## src/hdl/b64e_pkg.sv

```systemverilog
`default_nettype none
// ----------------------------------------------------------------------------
// b64e_pkg
// Shared types, constants and the sextet-to-character mapping for the
// Base64 stream encoder.
// ----------------------------------------------------------------------------
package b64e_pkg;

    localparam int unsigned CHAR_W = 7;

    localparam logic [CHAR_W-1:0] C_PAD   = 7'h3D;  // '='
    localparam logic [CHAR_W-1:0] C_PLUS  = 7'h2B;  // '+'
    localparam logic [CHAR_W-1:0] C_SLASH = 7'h2F;  // '/'
    localparam logic [CHAR_W-1:0] C_UPPER = 7'h41;  // 'A'
    localparam logic [CHAR_W-1:0] C_LOWER = 7'h61;  // 'a'
    localparam logic [CHAR_W-1:0] C_DIGIT = 7'h30;  // '0'

    // One closed group of up to three bytes, as handed to the back end.
    typedef struct packed {
        logic [23:0] bits;    // first byte in bits 23..16, missing bytes zero
        logic [1:0]  nbytes;  // 1..3 bytes given
        logic        last;    // group closed by the final byte of the message
    } t_group;

    function automatic logic [CHAR_W-1:0] sextet_char(input logic [5:0] idx);
        logic [CHAR_W-1:0] code;
        if (idx < 6'd26) begin
            code = C_UPPER + CHAR_W'(idx);
        end else if (idx < 6'd52) begin
            code = C_LOWER + CHAR_W'(idx - 6'd26);
        end else if (idx < 6'd62) begin
            code = C_DIGIT + CHAR_W'(idx - 6'd52);
        end else if (idx == 6'd62) begin
            code = C_PLUS;
        end else begin
            code = C_SLASH;
        end
        return code;
    endfunction

endpackage
`default_nettype wire

```

## src/hdl/b64e_front.sv

```systemverilog
`default_nettype none
// ----------------------------------------------------------------------------
// b64e_front
// Accepts message bytes, holds up to two pending bytes and closes a group
// on every third byte or on the final byte of the message.
// ----------------------------------------------------------------------------
module b64e_front (
    input  wire logic             i_clk,
    input  wire logic             i_rst_n,
    input  wire logic             i_accept,
    input  wire logic [7:0]       i_data_byte,
    input  wire logic             i_message_last,
    output b64e_pkg::t_group      o_group,
    output logic                  o_group_push
);

    logic [15:0] r_pend;
    logic [15:0] n_pend;
    logic [1:0]  r_cnt;
    logic [1:0]  n_cnt;
    logic        close;

    // A group closes on the third byte or on the final byte of a message.
    assign close        = (r_cnt == 2'd2) || i_message_last;
    assign o_group_push = i_accept && close;

    always_comb begin
        unique case (r_cnt)
            2'd0:    o_group.bits = {i_data_byte, 16'h0000};
            2'd1:    o_group.bits = {r_pend[15:8], i_data_byte, 8'h00};
            default: o_group.bits = {r_pend, i_data_byte};
        endcase
        o_group.nbytes = (r_cnt == 2'd3) ? 2'd3 : r_cnt + 2'd1;
        o_group.last   = i_message_last;
    end

    always_comb begin
        n_pend = r_pend;
        n_cnt  = r_cnt;
        if (i_accept) begin
            if (close) begin
                n_pend = 16'h0000;
                n_cnt  = 2'd0;
            end else if (r_cnt == 2'd0) begin
                n_pend = {i_data_byte, 8'h00};
                n_cnt  = 2'd1;
            end else begin
                n_pend = {r_pend[15:8], i_data_byte};
                n_cnt  = 2'd2;
            end
        end
    end

    always_ff @(posedge i_clk) begin
        if (!i_rst_n) begin
            r_pend <= 16'h0000;
            r_cnt  <= 2'd0;
        end else begin
            r_pend <= n_pend;
            r_cnt  <= n_cnt;
        end
    end

endmodule
`default_nettype wire

```

## src/hdl/b64e_queue.sv

```systemverilog
`default_nettype none
// ----------------------------------------------------------------------------
// b64e_queue
// Short register queue of closed groups between the front and back ends.
// ----------------------------------------------------------------------------
module b64e_queue #(
    parameter int unsigned DEPTH = 2
) (
    input  wire logic             i_clk,
    input  wire logic             i_rst_n,
    input  wire logic             i_push,
    input  wire b64e_pkg::t_group i_data,
    output logic                  o_full,
    input  wire logic             i_pop,
    output b64e_pkg::t_group      o_data,
    output logic                  o_empty
);

    localparam int unsigned PTR_W = (DEPTH > 1) ? $clog2(DEPTH) : 1;
    localparam int unsigned CNT_W = $clog2(DEPTH + 1);
    localparam logic [PTR_W-1:0] LAST_PTR = PTR_W'(DEPTH - 1);

    b64e_pkg::t_group r_mem [DEPTH];
    logic [PTR_W-1:0] r_wr;
    logic [PTR_W-1:0] r_rd;
    logic [CNT_W-1:0] r_count;
    logic             do_push;
    logic             do_pop;

    assign o_full  = (r_count == CNT_W'(DEPTH));
    assign o_empty = (r_count == '0);
    assign o_data  = r_mem[r_rd];
    assign do_push = i_push && !o_full;
    assign do_pop  = i_pop && !o_empty;

    always_ff @(posedge i_clk) begin
        if (do_push) begin
            r_mem[r_wr] <= i_data;
        end
    end

    always_ff @(posedge i_clk) begin
        if (!i_rst_n) begin
            r_wr    <= '0;
            r_rd    <= '0;
            r_count <= '0;
        end else begin
            if (do_push) begin
                r_wr <= (r_wr == LAST_PTR) ? '0 : r_wr + PTR_W'(1);
            end
            if (do_pop) begin
                r_rd <= (r_rd == LAST_PTR) ? '0 : r_rd + PTR_W'(1);
            end
            if (do_push && !do_pop) begin
                r_count <= r_count + CNT_W'(1);
            end else if (do_pop && !do_push) begin
                r_count <= r_count - CNT_W'(1);
            end
        end
    end

endmodule
`default_nettype wire

```

## src/hdl/b64e_back.sv

```systemverilog
`default_nettype none
// ----------------------------------------------------------------------------
// b64e_back
// Takes closed groups from the queue and sends out four characters each,
// one per cycle while the output register is drained, through that register.
// ----------------------------------------------------------------------------
module b64e_back (
    input  wire logic                              i_clk,
    input  wire logic                              i_rst_n,
    input  wire logic                              i_q_empty,
    input  wire b64e_pkg::t_group                  i_q_data,
    output logic                                   o_q_pop,
    output logic                                   o_empty,
    input  wire logic                              i_pop,
    output logic [b64e_pkg::CHAR_W-1:0]            o_char_code,
    output logic                                   o_run_end,
    output logic                                   o_message_end
);

    b64e_pkg::t_group              r_group;
    logic                          r_busy;
    logic [1:0]                    r_idx;
    logic                          r_ov;
    logic [b64e_pkg::CHAR_W-1:0]   r_char;
    logic                          r_run_end;
    logic                          r_msg_end;
    logic                          out_adv;
    logic                          emit;
    logic                          pad;
    logic [5:0]                    sextet;
    logic [b64e_pkg::CHAR_W-1:0]   char_code;

    assign out_adv = !r_ov || i_pop;
    assign emit    = r_busy && out_adv;
    // The next group is loaded while the fourth character of this one leaves.
    assign o_q_pop = !i_q_empty && (!r_busy || (emit && r_idx == 2'd3));

    always_comb begin
        unique case (r_idx)
            2'd0:    sextet = r_group.bits[23:18];
            2'd1:    sextet = r_group.bits[17:12];
            2'd2:    sextet = r_group.bits[11:6];
            default: sextet = r_group.bits[5:0];
        endcase
        pad = ((r_idx == 2'd3) && (r_group.nbytes != 2'd3))
           || ((r_idx == 2'd2) && (r_group.nbytes == 2'd1));
        char_code = pad ? b64e_pkg::C_PAD : b64e_pkg::sextet_char(sextet);
    end

    always_ff @(posedge i_clk) begin
        if (o_q_pop) begin
            r_group <= i_q_data;
        end
        if (emit) begin
            r_char    <= char_code;
            r_run_end <= (r_idx == 2'd3);
            r_msg_end <= (r_idx == 2'd3) && r_group.last;
        end
    end

    always_ff @(posedge i_clk) begin
        if (!i_rst_n) begin
            r_busy <= 1'b0;
            r_idx  <= 2'd0;
            r_ov   <= 1'b0;
        end else begin
            if (o_q_pop) begin
                r_busy <= 1'b1;
                r_idx  <= 2'd0;
            end else if (emit) begin
                r_idx <= r_idx + 2'd1;
                if (r_idx == 2'd3) begin
                    r_busy <= 1'b0;
                end
            end
            if (emit) begin
                r_ov <= 1'b1;
            end else if (i_pop) begin
                r_ov <= 1'b0;
            end
        end
    end

    assign o_empty       = !r_ov;
    assign o_char_code   = r_char;
    assign o_run_end     = r_run_end;
    assign o_message_end = r_msg_end;

endmodule
`default_nettype wire

```

## src/hdl/base64_stream_encoder.sv

```systemverilog
`default_nettype none
// ----------------------------------------------------------------------------
// base64_stream_encoder
// Streaming Base64 encoder: one byte in per item, one character out per item.
// ----------------------------------------------------------------------------
// The group that a byte closes enters the queue when that byte is accepted,
// then passes to the back end's group register, and its first character
// then passes to the output register.
// Throughput: one character per cycle while pop drains the output, set by
// the back end's single output register; a byte is taken every cycle while
// the group queue has room. Reset: synchronous active-low reset empties the
// queue and output and drops any pending bytes.
// ----------------------------------------------------------------------------
module base64_stream_encoder #(
    parameter int unsigned QUEUE_DEPTH = 2
) (
    input  wire logic                         i_clk,
    input  wire logic                         i_rst_n,
    input  wire logic                         push,
    output logic                              full,
    input  wire logic [7:0]                   i_data_byte,
    input  wire logic                         i_message_last,
    output logic                              empty,
    input  wire logic                         pop,
    output logic [b64e_pkg::CHAR_W-1:0]       o_char_code,
    output logic                              o_run_end,
    output logic                              o_message_end
);

    b64e_pkg::t_group q_wr_data;
    b64e_pkg::t_group q_rd_data;
    logic             q_push;
    logic             q_full;
    logic             q_empty;
    logic             q_pop;
    logic             accept;

    // Conservative: bytes are held off whenever the queue is full.
    assign full   = q_full;
    assign accept = push && !q_full;

    b64e_front u_front (
        .i_clk          (i_clk),
        .i_rst_n        (i_rst_n),
        .i_accept       (accept),
        .i_data_byte    (i_data_byte),
        .i_message_last (i_message_last),
        .o_group        (q_wr_data),
        .o_group_push   (q_push)
    );

    b64e_queue #(
        .DEPTH (QUEUE_DEPTH)
    ) u_queue (
        .i_clk   (i_clk),
        .i_rst_n (i_rst_n),
        .i_push  (q_push),
        .i_data  (q_wr_data),
        .o_full  (q_full),
        .i_pop   (q_pop),
        .o_data  (q_rd_data),
        .o_empty (q_empty)
    );

    b64e_back u_back (
        .i_clk         (i_clk),
        .i_rst_n       (i_rst_n),
        .i_q_empty     (q_empty),
        .i_q_data      (q_rd_data),
        .o_q_pop       (q_pop),
        .o_empty       (empty),
        .i_pop         (pop),
        .o_char_code   (o_char_code),
        .o_run_end     (o_run_end),
        .o_message_end (o_message_end)
    );

    a_push_room: assert property (@(posedge i_clk) disable iff (!i_rst_n)
        q_push |-> !q_full)
        else $error("group pushed into a full queue");

    a_pop_data: assert property (@(posedge i_clk) disable iff (!i_rst_n)
        q_pop |-> !q_empty)
        else $error("group popped from an empty queue");

    a_end_in_run: assert property (@(posedge i_clk) disable iff (!i_rst_n)
        (!empty && o_message_end) |-> o_run_end)
        else $error("message end flagged away from a group boundary");

endmodule
`default_nettype wire
```

## config.mk

```make
export PLATFORM = sky130hd
export DESIGN_NAME = base64_stream_encoder
export DESIGN_NICKNAME = d
export VERILOG_FILES = /design/src/hdl/b64e_pkg.sv /design/src/hdl/b64e_front.sv /design/src/hdl/b64e_queue.sv /design/src/hdl/b64e_back.sv /design/src/hdl/base64_stream_encoder.sv
export SDC_FILE = /design/constraint.sdc
export NUM_CORES = 1
export LEC_CHECK = 0
export BUFFER_PORTS_ARGS = -buffer_cell sky130_fd_sc_hd__buf_2
export CAP_MARGIN = 20
export CELL_PAD_IN_SITES_DETAIL_PLACEMENT = 1
export CELL_PAD_IN_SITES_GLOBAL_PLACEMENT = 1
export CORE_ASPECT_RATIO = 1.4
export CORE_MARGIN = 4
export CORE_UTILIZATION = 27
export DETAILED_ROUTE_END_ITERATION = 6
export PLACE_DENSITY_LB_ADDON = 0.05
export SYNTH_ARGS = -nofsm -noshare
export SYNTH_HDL_FRONTEND = slang
export SYNTH_HIERARCHICAL = 1
export SYNTH_SLANG_ARGS = --single-unit
```

## constraint.sdc

```tcl
create_clock -name i_clk -period 3.9 [get_ports i_clk]
set_input_delay 0.39 -clock i_clk [delete_from_list [all_inputs] [get_ports i_clk]]
set_output_delay 0.39 -clock i_clk [all_outputs]
set_load 0.01 [all_outputs]
```

# == Word-level counts from Yosys, hierarchy flattened ==
# Memory sizes are Yosys's and may differ from the RTL's. A register that Yosys moved wholly into a read port is not among the register bits.
# Index checks and enable logic that the tools add are counted.
# op_classes
shift,0
div_mod_pow,0
order_cmp,3
add_sub_neg,11
n_bitwise,1
n_reduce_logical,33
mul,0
mux,22
eq_ne,10
# ops
operator,n
24-bit case mux with 2 select lines,1
16-bit two-way mux,2
7-bit two-way mux,3
6-bit case mux with 3 select lines,1
1-bit logical AND,12
6-bit less-than comparator (second input constant),2
2-bit equality test (second input constant),5
2-bit two-way mux,5
2-bit nonzero test,5
1-bit two-way mux,9
6-bit by 7-bit adder with 7-bit output (first input constant),1
7-bit by 6-bit adder with 7-bit output (first input constant),1
7-bit adder (first input constant),1
6-bit by 5-bit subtractor with 7-bit output (second input constant),1
6-bit by 6-bit subtractor with 7-bit output (second input constant),1
2-bit by 1-bit adder with 2-bit output (second input constant),3
2-bit by 1-bit equality test with 1-bit output (second input constant),3
6-bit equality test (second input constant),1
1-bit zero test,6
2-bit zero test,3
6-bit by 5-bit less-than comparator with 1-bit output (second input constant),1
1-bit logical OR,4
2-bit AND reduction,2
3-bit two-way mux,1
5 further kinds,6
# totals
romBits,0
output_inout_bits,11
latch_bits,0
n_memories,1
mem_bits_rw,54
wordCells,93
ff_bits,35
# mem_list
memory,depth,word_bits,read_ports,rd_ports_with_merged_regs,wr,line_no,text
u_queue.r_mem,2,27,1,1,1,b64e_queue.sv:23,b64e_pkg::t_group r_mem [DEPTH];

# == Longest topological paths before layout ==
# Gate-level depths: netlist (run 1).
# depth
ltp_word,10
depth_mapped,11
ltp_nobuf,10

# == By module ==
# Netlist (run 1), hierarchy kept.
# by_module_without_submodules
module,seq_area_each_um2,instances,area_each_um2,cells_each
b64e_queue,1721.7,1,2179.6,109
b64e_back,1161.1,1,1873.0,142
b64e_front,360.3,1,918.4,97
base64_stream_encoder,0.0,1,13.8,1

# == Least setup slack after synthesis (run 1) ==
# OpenSTA, ideal clock, no wires.
# synth_path
kind,register to register
startpoint,register u_back.r_idx[0]
endpoint,register u_queue.r_count[1]
slack_ns,0.409
stages_incl_launch_ff,9
required_time_ns,3.830
path_buffers,1
arrival_time_ns,3.421
cell_sequence,dfxtp_1 ha_1 buf_6 nand2_1 a21oi_1 o21ai_1 ha_1 or3_1 a21boi_1
# synth_between
elab_chain_cells,8
# synth_rtl
item,line_no,text
from (decl),b64e_back.sv:22,logic [1:0] r_idx;
from (signal assigned),b64e_back.sv:71,r_idx <= r_idx + 2'd1;
2-bit equality test *,b64e_back.sv:36,assign o_q_pop = !i_q_empty && (!r_busy || (emit && r_idx == 2'd3));
1-bit logical AND *,b64e_back.sv:36,
1-bit logical OR *,b64e_back.sv:36,
1-bit logical AND *,b64e_back.sv:36,
named net q_pop,base64_stream_encoder.sv:35,logic q_pop;
1-bit logical AND *,b64e_queue.sv:34,assign do_pop = i_pop && !o_empty;
1-bit zero test,b64e_queue.sv:54,if (do_push && !do_pop) begin
1-bit logical AND,b64e_queue.sv:54,
2-bit two-way mux / 2-bit nonzero test (equally long branches),-,
to (signal assigned),b64e_queue.sv:55,r_count <= r_count + CNT_W'(1);
to (signal assigned),b64e_queue.sv:57,r_count <= r_count - CNT_W'(1);
to (decl),b64e_queue.sv:26,logic [CNT_W-1:0] r_count;
# The timed path passes the listed nets; every way through them passes the cells marked *.
# A chain may end at the register's enable or synchronous reset.

# == Worst setup path in the final report (run 1) ==
# layout_path
startpoint,register u_back.r_idx[0]
endpoint,"register u_back.r_char, in the netlist u_back/o_char_code[4] (data pin)"
# layout_between
elab_chain_cells,7
# layout_rtl
item,line_no,text
2-bit equality test (tied with other cells),"b64e_back.sv:39, b64e_back.sv:46",
6-bit case mux with 3 select lines,b64e_back.sv:39,unique case (r_idx)
6-bit by 6-bit subtractor with 7-bit output,b64e_pkg.sv:32,code = C_DIGIT + CHAR_W'(idx - 6'd52);
6-bit by 7-bit adder with 7-bit output,b64e_pkg.sv:32,
7-bit two-way mux,b64e_pkg.sv:31,end else if (idx < 6'd62) begin
7-bit two-way mux,b64e_pkg.sv:29,end else if (idx < 6'd52) begin
7-bit two-way mux,b64e_pkg.sv:27,if (idx < 6'd26) begin
to (signal assigned),b64e_back.sv:55,r_char <= char_code;
to (decl),b64e_back.sv:24,logic [b64e_pkg::CHAR_W-1:0] r_char;
# Parallel ways exist; a longest one is shown, timed or not.

==> results of run 1 <==
-- Yosys cell counts (all sizes together), types with 4 or more instances --
cell,instances
o21ai,18
a22oi,5
nand2b,4
inv,19
a22o,18
and2,12
nand2,14
ha,8
a21boi,6
a222oi,4
buf,9
nor3,5
nor2,10
xnor2,5
or3,5
a21oi,14
dfxtp,27
mux2,39
nand3b,9
edfxtp,90
-- registers in the layout (all words and copies together) (netlist names), named ones only --
| signal | cells |
|---|---|
| u_back/o_run_end | 1 |
| u_back/r_busy | 1 |
| u_queue/r_rd | 1 |
| u_back/r_ov | 1 |
| u_queue/r_wr | 1 |
| u_front/r_cnt | 2 |
| u_back/o_message_end | 1 |
| u_front/r_pend | 16 |
| u_queue/r_count | 2 |
| u_back/r_group | 27 |
| u_back/r_idx | 2 |
| u_back/o_char_code | 7 |
| u_queue/r_mem | 54 |
-- final cells by class --
class / count / area (µm²) / area share
clock buffer: 18 / 429 / 0.0722
inverter: 19 / 73.8 / 0.0124
timing repair buffer: 28 / 153 / 0.0257
clock inverter: 14 / 141 / 0.0238
tap: 240 / 300 / 0.0505
multi-input combinational: 201 / 1600 / 0.270
sequential: 117 / 3240 / 0.546
-- worst max-delay path, delay by kind of cell, from the launching register on --
| family | cells | cell delay, ns |
|---|---|---|
| fa+ha+maj | 2 | 0.88 |
| compound gates | 4 | 0.81 |
| mux | 1 | 0.46 |
| flops | 1 | 0.36 |
| buf+inv | 1 | 0.15 |
-- power by group --
group          switching [mW]  total [mW]  internal (mW)
logic                   0.916        1.53          0.616
registers              0.0992        1.85           1.75
clock network           0.516        1.50          0.984
total                    1.53        4.88           3.35
-- worst min path at each step --
stage                                                from                         endpoint  slack, ns  cells past startpoint
final                                      i_message_last    u_queue/r_mem[1][0]$_DFFE_PP_       0.25                      1
after global routing                       i_data_byte[3]  u_front/r_pend[11]$_SDFFE_PN0P_       0.23                      2
after CTS                                  i_message_last    u_queue/r_mem[1][0]$_DFFE_PP_       0.23                      1
after detailed placement   u_front/r_pend[8]$_SDFFE_PN0P_   u_front/r_pend[8]$_SDFFE_PN0P_       0.46                      1
after global placement     u_front/r_pend[8]$_SDFFE_PN0P_   u_front/r_pend[8]$_SDFFE_PN0P_       0.46                      1
after floorplan           u_front/r_pend[10]$_SDFFE_PN0P_  u_front/r_pend[10]$_SDFFE_PN0P_       0.45                      1
-- routing by layer --
metal / track usage / up-vias
li1: - / 1392
met1: 0.127 / 1379
met2: 0.189 / 40
met3: 0.0348 / 13
met4: 0.0521 / 0
met5: 0 / -
-- logic make-up after synthesis --
kind of cell | synth area share
compound gates | 0.114
xor+xnor | 0.0105
fa+ha+maj | 0.0201
buf+inv | 0.0301
flops | 0.651
mux | 0.0964
simple gates | 0.0778
==> flow_summary.toml, run 1 <==
[status]
status = "completed"

[sta]
tns_ns = 0
min_period_ns = 2.94
tightest_slew_ns = 0.646
slew_violations = 0
rsz0062_at_grt = "no"
setup_viol = 0
fmax_mhz = 340
setup_ws_ns = 0.956
finalHoldViolCount = 0
max_slew_margin = 0.567
fin_hold_ws_ns = 0.250
finClkSkew_ns = 0.00865
finalCritPeriodShare = 0.755

[layout]
final_area_um2 = 5940
n_fill_cell = 1918
area_growth_pct = 19.2
final_nets = 405
final_cell_mix = "edfxtp_1 (90), mux2_2 (38), dfxtp_1 (27)"
fin_cells = 637
drive_gt1_frac = 0.267
final_util = 0.329
n_antenna_cell = 0
final_common_cell = "edfxtp_1"

[yosys]
synth_ff_type = "edfxtp_1"
synth_cell_types = 52
yosysSeqAreaShare = 0.651
syn_area_per_cell_um2 = 14.3
synthCells = 349
synth-edff-count = 90
ys_seq_elements = 117
synth_top_area_share = 0.542
async_reset_ff_frac = 0
syn_nets = 370
yosys-top-cells-area = "edfxtp_1 (54%), dfxtp_1 (11%), mux2_2 (8.6%), a22o_1 (3.2%), ha_1 (2.0%)"
syn-cell-area_um2 = 4980
yosys_warnings = 6
yosys.area.top_type = "edfxtp_1"

[clock_network]
hold_buffers = 0
ctsLongestPathBuffers = 2
clk_pin_slew_ns = 0.06
clkSinkCount = 117
post-cts-setup-buffers = 0
post_cts_resized = 0
cts_inserted_buffers = 17
insertion_delay_ns = 0.41
cts_root_buf = "clkbuf_16"
cts_tree = "done"
htree_levels = 4

[drt]
drtPass1Iterations = 4
highest_layer = "met4"
routed_wl_mm = 10.4
via_per_inst = 4.43
wl_met1_mm = 4.52
ant_nets = 0
wl_per_cell_um = 16.3
dr_wl_met3_um = 281
met2_length_mm = 5.33
via_count = 2824
drc_errors = 0
drtIter0Drc = 125

[grt]
grt_pass1_wl_mm = 17.3
antenna_found_initial = 0
grt_pass1_vias = 3163
grt_overflow = 0
grt_usage = 0.112
grt_max_degree = 29

[worst_setup_path]
rrSetupSlack_ns = 0.96
path_class = "register to register"
arrival_ns = 3.08
path_common_cell = "ha_1"
cp_slowest_stage_delay_ns = 0.58
critPathSlowestCell = "ha_1"
crit_chain = "ha_1 -> mux2_2 -> inv_2 -> ha_1 -> a31o_1 -> a21oi_4 -> a2111oi_0 -> o21ai_1"
rr_worst_depth = 8
critPathLaunch = "u_back/r_idx[0]$_SDFFE_PP0P_"
end_kind = "register"
critPathRequiredTime_ns = 4.04
start_kind = "register"
r2r_start = "u_back/r_idx[0]$_SDFFE_PP0P_"
endpoint = "u_back/o_char_code[4]$_SDFFCE_PP1P_"
path_max_fanout = 14
reg2reg_to = "u_back/o_char_code[4]$_SDFFCE_PP1P_"

[power]
vdd_drop_max_v = 0.000212
power_mw = 4.88
p_leak_nw = 2.09
p_per_area_nw_per_um2 = 822

[floorplan]
die-area_um2 = 20700
rows = 58
start_util = 0.276
pin_count = 24
fp.dieH_um = 169
die_w_um = 123
core_area_um2 = 18100

[placement]
place_inst = 605
placed_cell_area_um2 = 5370
dp_hpwl_mm = 7.30
numPortBuffers = 23
dp_slack_ns = 0.936
routabilityCongestion = 0.814

[run]
drv_cap = 0

[hold_path]
hold_path_class = "input pin to register"
No activity file was read; power rests on OpenSTA's default activity.
==> inputs of run 2 (changes only) <==
--- a/config.mk
+++ b/config.mk
@@ -5,6 +5,7 @@
 export SDC_FILE = /design/constraint.sdc
 export NUM_CORES = 1
 export LEC_CHECK = 0
+export ABC_AREA = 1
 export BUFFER_PORTS_ARGS = -buffer_cell sky130_fd_sc_hd__buf_2
 export CAP_MARGIN = 20
 export CELL_PAD_IN_SITES_DETAIL_PLACEMENT = 1
==> constraint.sdc (replaced) <==
create_clock -name i_clk -period 2.6 [get_ports i_clk]
set_input_delay 0.26 -clock i_clk [delete_from_list [all_inputs] [get_ports i_clk]]
set_output_delay 0.26 -clock i_clk [all_outputs]
set_load 0.01 [all_outputs]
==> run 2 against run 1 <==
Compared with the run above:
- synthesized cell count rose by 38%
- clock skew decreased by 0.0024 ns
- cell area grew 5.1%
- setup slack worse by 0.70 ns
- synthesized area rose by 6.8%
- critical endpoint is now u_back/o_char_code[1]$_SDFFCE_PP0P_
- highest routed layer unchanged
==> flow_summary.toml, run 2 <==
[layout]
final_cell_mix = "nand2_1 (129), edfxtp_1 (90), inv_1 (40)"
final_area_um2 = 6240
final_common_cell = "nand2_1"
area_growth_pct = 17.3
drive_gt1_frac = 0.226
final_nets = 539
top_register = "u_queue/r_mem"
fin_cells = 778
largest_reg_flops = 54
final_util = 0.324
n_antenna_cell = 0
reg_top3 = "u_queue/r_mem (54), u_back/r_group (27), u_front/r_pend (16)"
n_fill_cell = 2147

[drt]
drtIter0Drc = 132
routed_wl_mm = 11.8
highest_layer = "met4"
via_per_inst = 4.31
ant_nets = 0
wl_per_cell_um = 15.2
met2_length_mm = 6.43
wl_met1_mm = 4.81
drc_errors = 0
via_count = 3357
dr_wl_met3_um = 311
drtPass1Iterations = 4

[worst_setup_path]
start_kind = "register"
path_class = "register to register"
arrival_ns = 2.51
critPathRequiredTime_ns = 2.76
path_max_fanout = 13
end_kind = "register"

[floorplan]
core_area_um2 = 19300
rows = 60
pin_count = 24
start_util = 0.276
die-area_um2 = 22100
fp.dieH_um = 174
die_w_um = 127

[sta]
tightest_slew_ns = 0.503
setup_ws_ns = 0.252
rsz0062_at_grt = "no"
max_slew_margin = 0.663
finClkSkew_ns = 0.00628
finalHoldViolCount = 0
slew_violations = 0
setup_viol = 0
finalCritPeriodShare = 0.903
min_period_ns = 2.35
fmax_mhz = 426

[yosys]
synth_ff_type = "edfxtp_1"
syn_area_per_cell_um2 = 11.0
synth-edff-count = 90
yosys-top-cells-area = "edfxtp_1 (51%), dfxtp_1 (10%), nand2_1 (9.1%), mux2_4 (5.6%), nand3_1 (3.0%)"
synthCells = 483
ys_top_cells_by_count = "nand2_1 (129), edfxtp_1 (90), inv_1 (40)"
synth_top_area_share = 0.508
yosys_warnings = 6
yosysSeqAreaShare = 0.609
async_reset_ff_frac = 0
ys_seq_elements = 117
yosys.area.top_type = "edfxtp_1"
synth.most_common_cell = "nand2_1"
syn_nets = 504
synth_cell_types = 37
syn-cell-area_um2 = 5320

[grt]
antenna_found_initial = 0
grt_max_degree = 29
grt_usage = 0.115
grt_overflow = 0
grt_pass1_wl_mm = 19.5
grt_pass1_vias = 3653

[placement]
place_inst = 747
placed_cell_area_um2 = 5670
dp_slack_ns = 0.133
numPortBuffers = 23
dp_hpwl_mm = 8.68
routabilityCongestion = 0.804

[clock_network]
htree_levels = 4
cts_inserted_buffers = 17
clk_pin_slew_ns = 0.05
post-cts-setup-buffers = 0
insertion_delay_ns = 0.40
clkSinkCount = 117
cts_tree = "done"
ctsLongestPathBuffers = 2
cts_root_buf = "clkbuf_16"

[status]
status = "completed"

[hold_path]
hold_path_class = "input pin to register"

[power]
vdd_drop_max_v = 0.000383
p_per_area_nw_per_um2 = 1170
p_leak_nw = 2.47

[run]
drv_cap = 0
-- run 2: cells by family after synthesis --
| family | share of synthesized area |
|---|---|
| multiplexers | 0.0712 |
| XOR/XNOR | 0.00329 |
| AND/OR/NAND/NOR | 0.182 |
| flip-flops | 0.609 |
| buffers and inverters | 0.0602 |
| AO/OA/AOI/OAI | 0.0552 |
| adder cells (fa/ha/maj) | 0.0188 |
-- run 2: worst paths after layout --
path,from,to,slack [ns],depth (start not counted)
min reg2reg,u_front/r_pend[12]$_SDFFE_PN0P_,u_front/r_pend[12]$_SDFFE_PN0P_,0.47,2
max,u_back/r_idx[0]$_SDFFE_PP0P_,u_back/o_char_code[1]$_SDFFCE_PP0P_,0.25,10
min,pop,u_back/r_ov$_SDFFE_PN0P_,0.15,3
max reg2reg,u_back/r_idx[0]$_SDFFE_PP0P_,u_back/o_char_code[1]$_SDFFCE_PP0P_,0.25,10
-- run 2: final cells by class --
| class | instances | area [µm²] | share of cell area |
|---|---|---|---|
| Clock buffer | 20 | 437 | 0.0699 |
| Clock inverter | 11 | 135 | 0.0216 |
| Inverter | 48 | 180 | 0.0289 |
| Multi-Input combinational cell | 304 | 1770 | 0.284 |
| Sequential cell | 117 | 3240 | 0.519 |
| Tap cell | 248 | 310 | 0.0497 |
| Timing Repair Buffer | 30 | 168 | 0.0268 |
-- run 2: stage by stage --
stage	power, mW	hold WS [ns]	TNS (ns)
floorplan	4.49	0.381	-5.37
global placement	5.11	0.453	0
detailed placement	5.14	0.459	0
CTS	7.48	0.129	0
global route	7.85	0.146	0
finish	7.29	0.145	0
-- run 2: timing repair --
item                       CTS  global route
gates resized for setup      0             2
setup endpoints to repair    0             5
hold buffers                 0             0
-- run 2: power breakdown --
part           switching (mW)  internal (mW)  total, mW
logic                    1.45          0.795       2.25
clock network           0.785           1.49       2.27
registers               0.150           2.62       2.77
-- run 2: layer usage --
layer,vias up,GRT usage
met5,-,0
met4,0,0.0519
met3,17,0.0292
met2,41,0.205
met1,1603,0.127
li1,1696,-
-- run 2: worst max-delay path, stage by stage (launching register included) --
cell     delay [ns]
dfxtp_1        0.34
ha_1           0.27
inv_2          0.24
nand2_1        0.11
o21ai_2        0.26
inv_1          0.13
ha_2           0.25
a21oi_4        0.21
nand2_4        0.11
o21ai_1        0.13
nor2_1         0.05
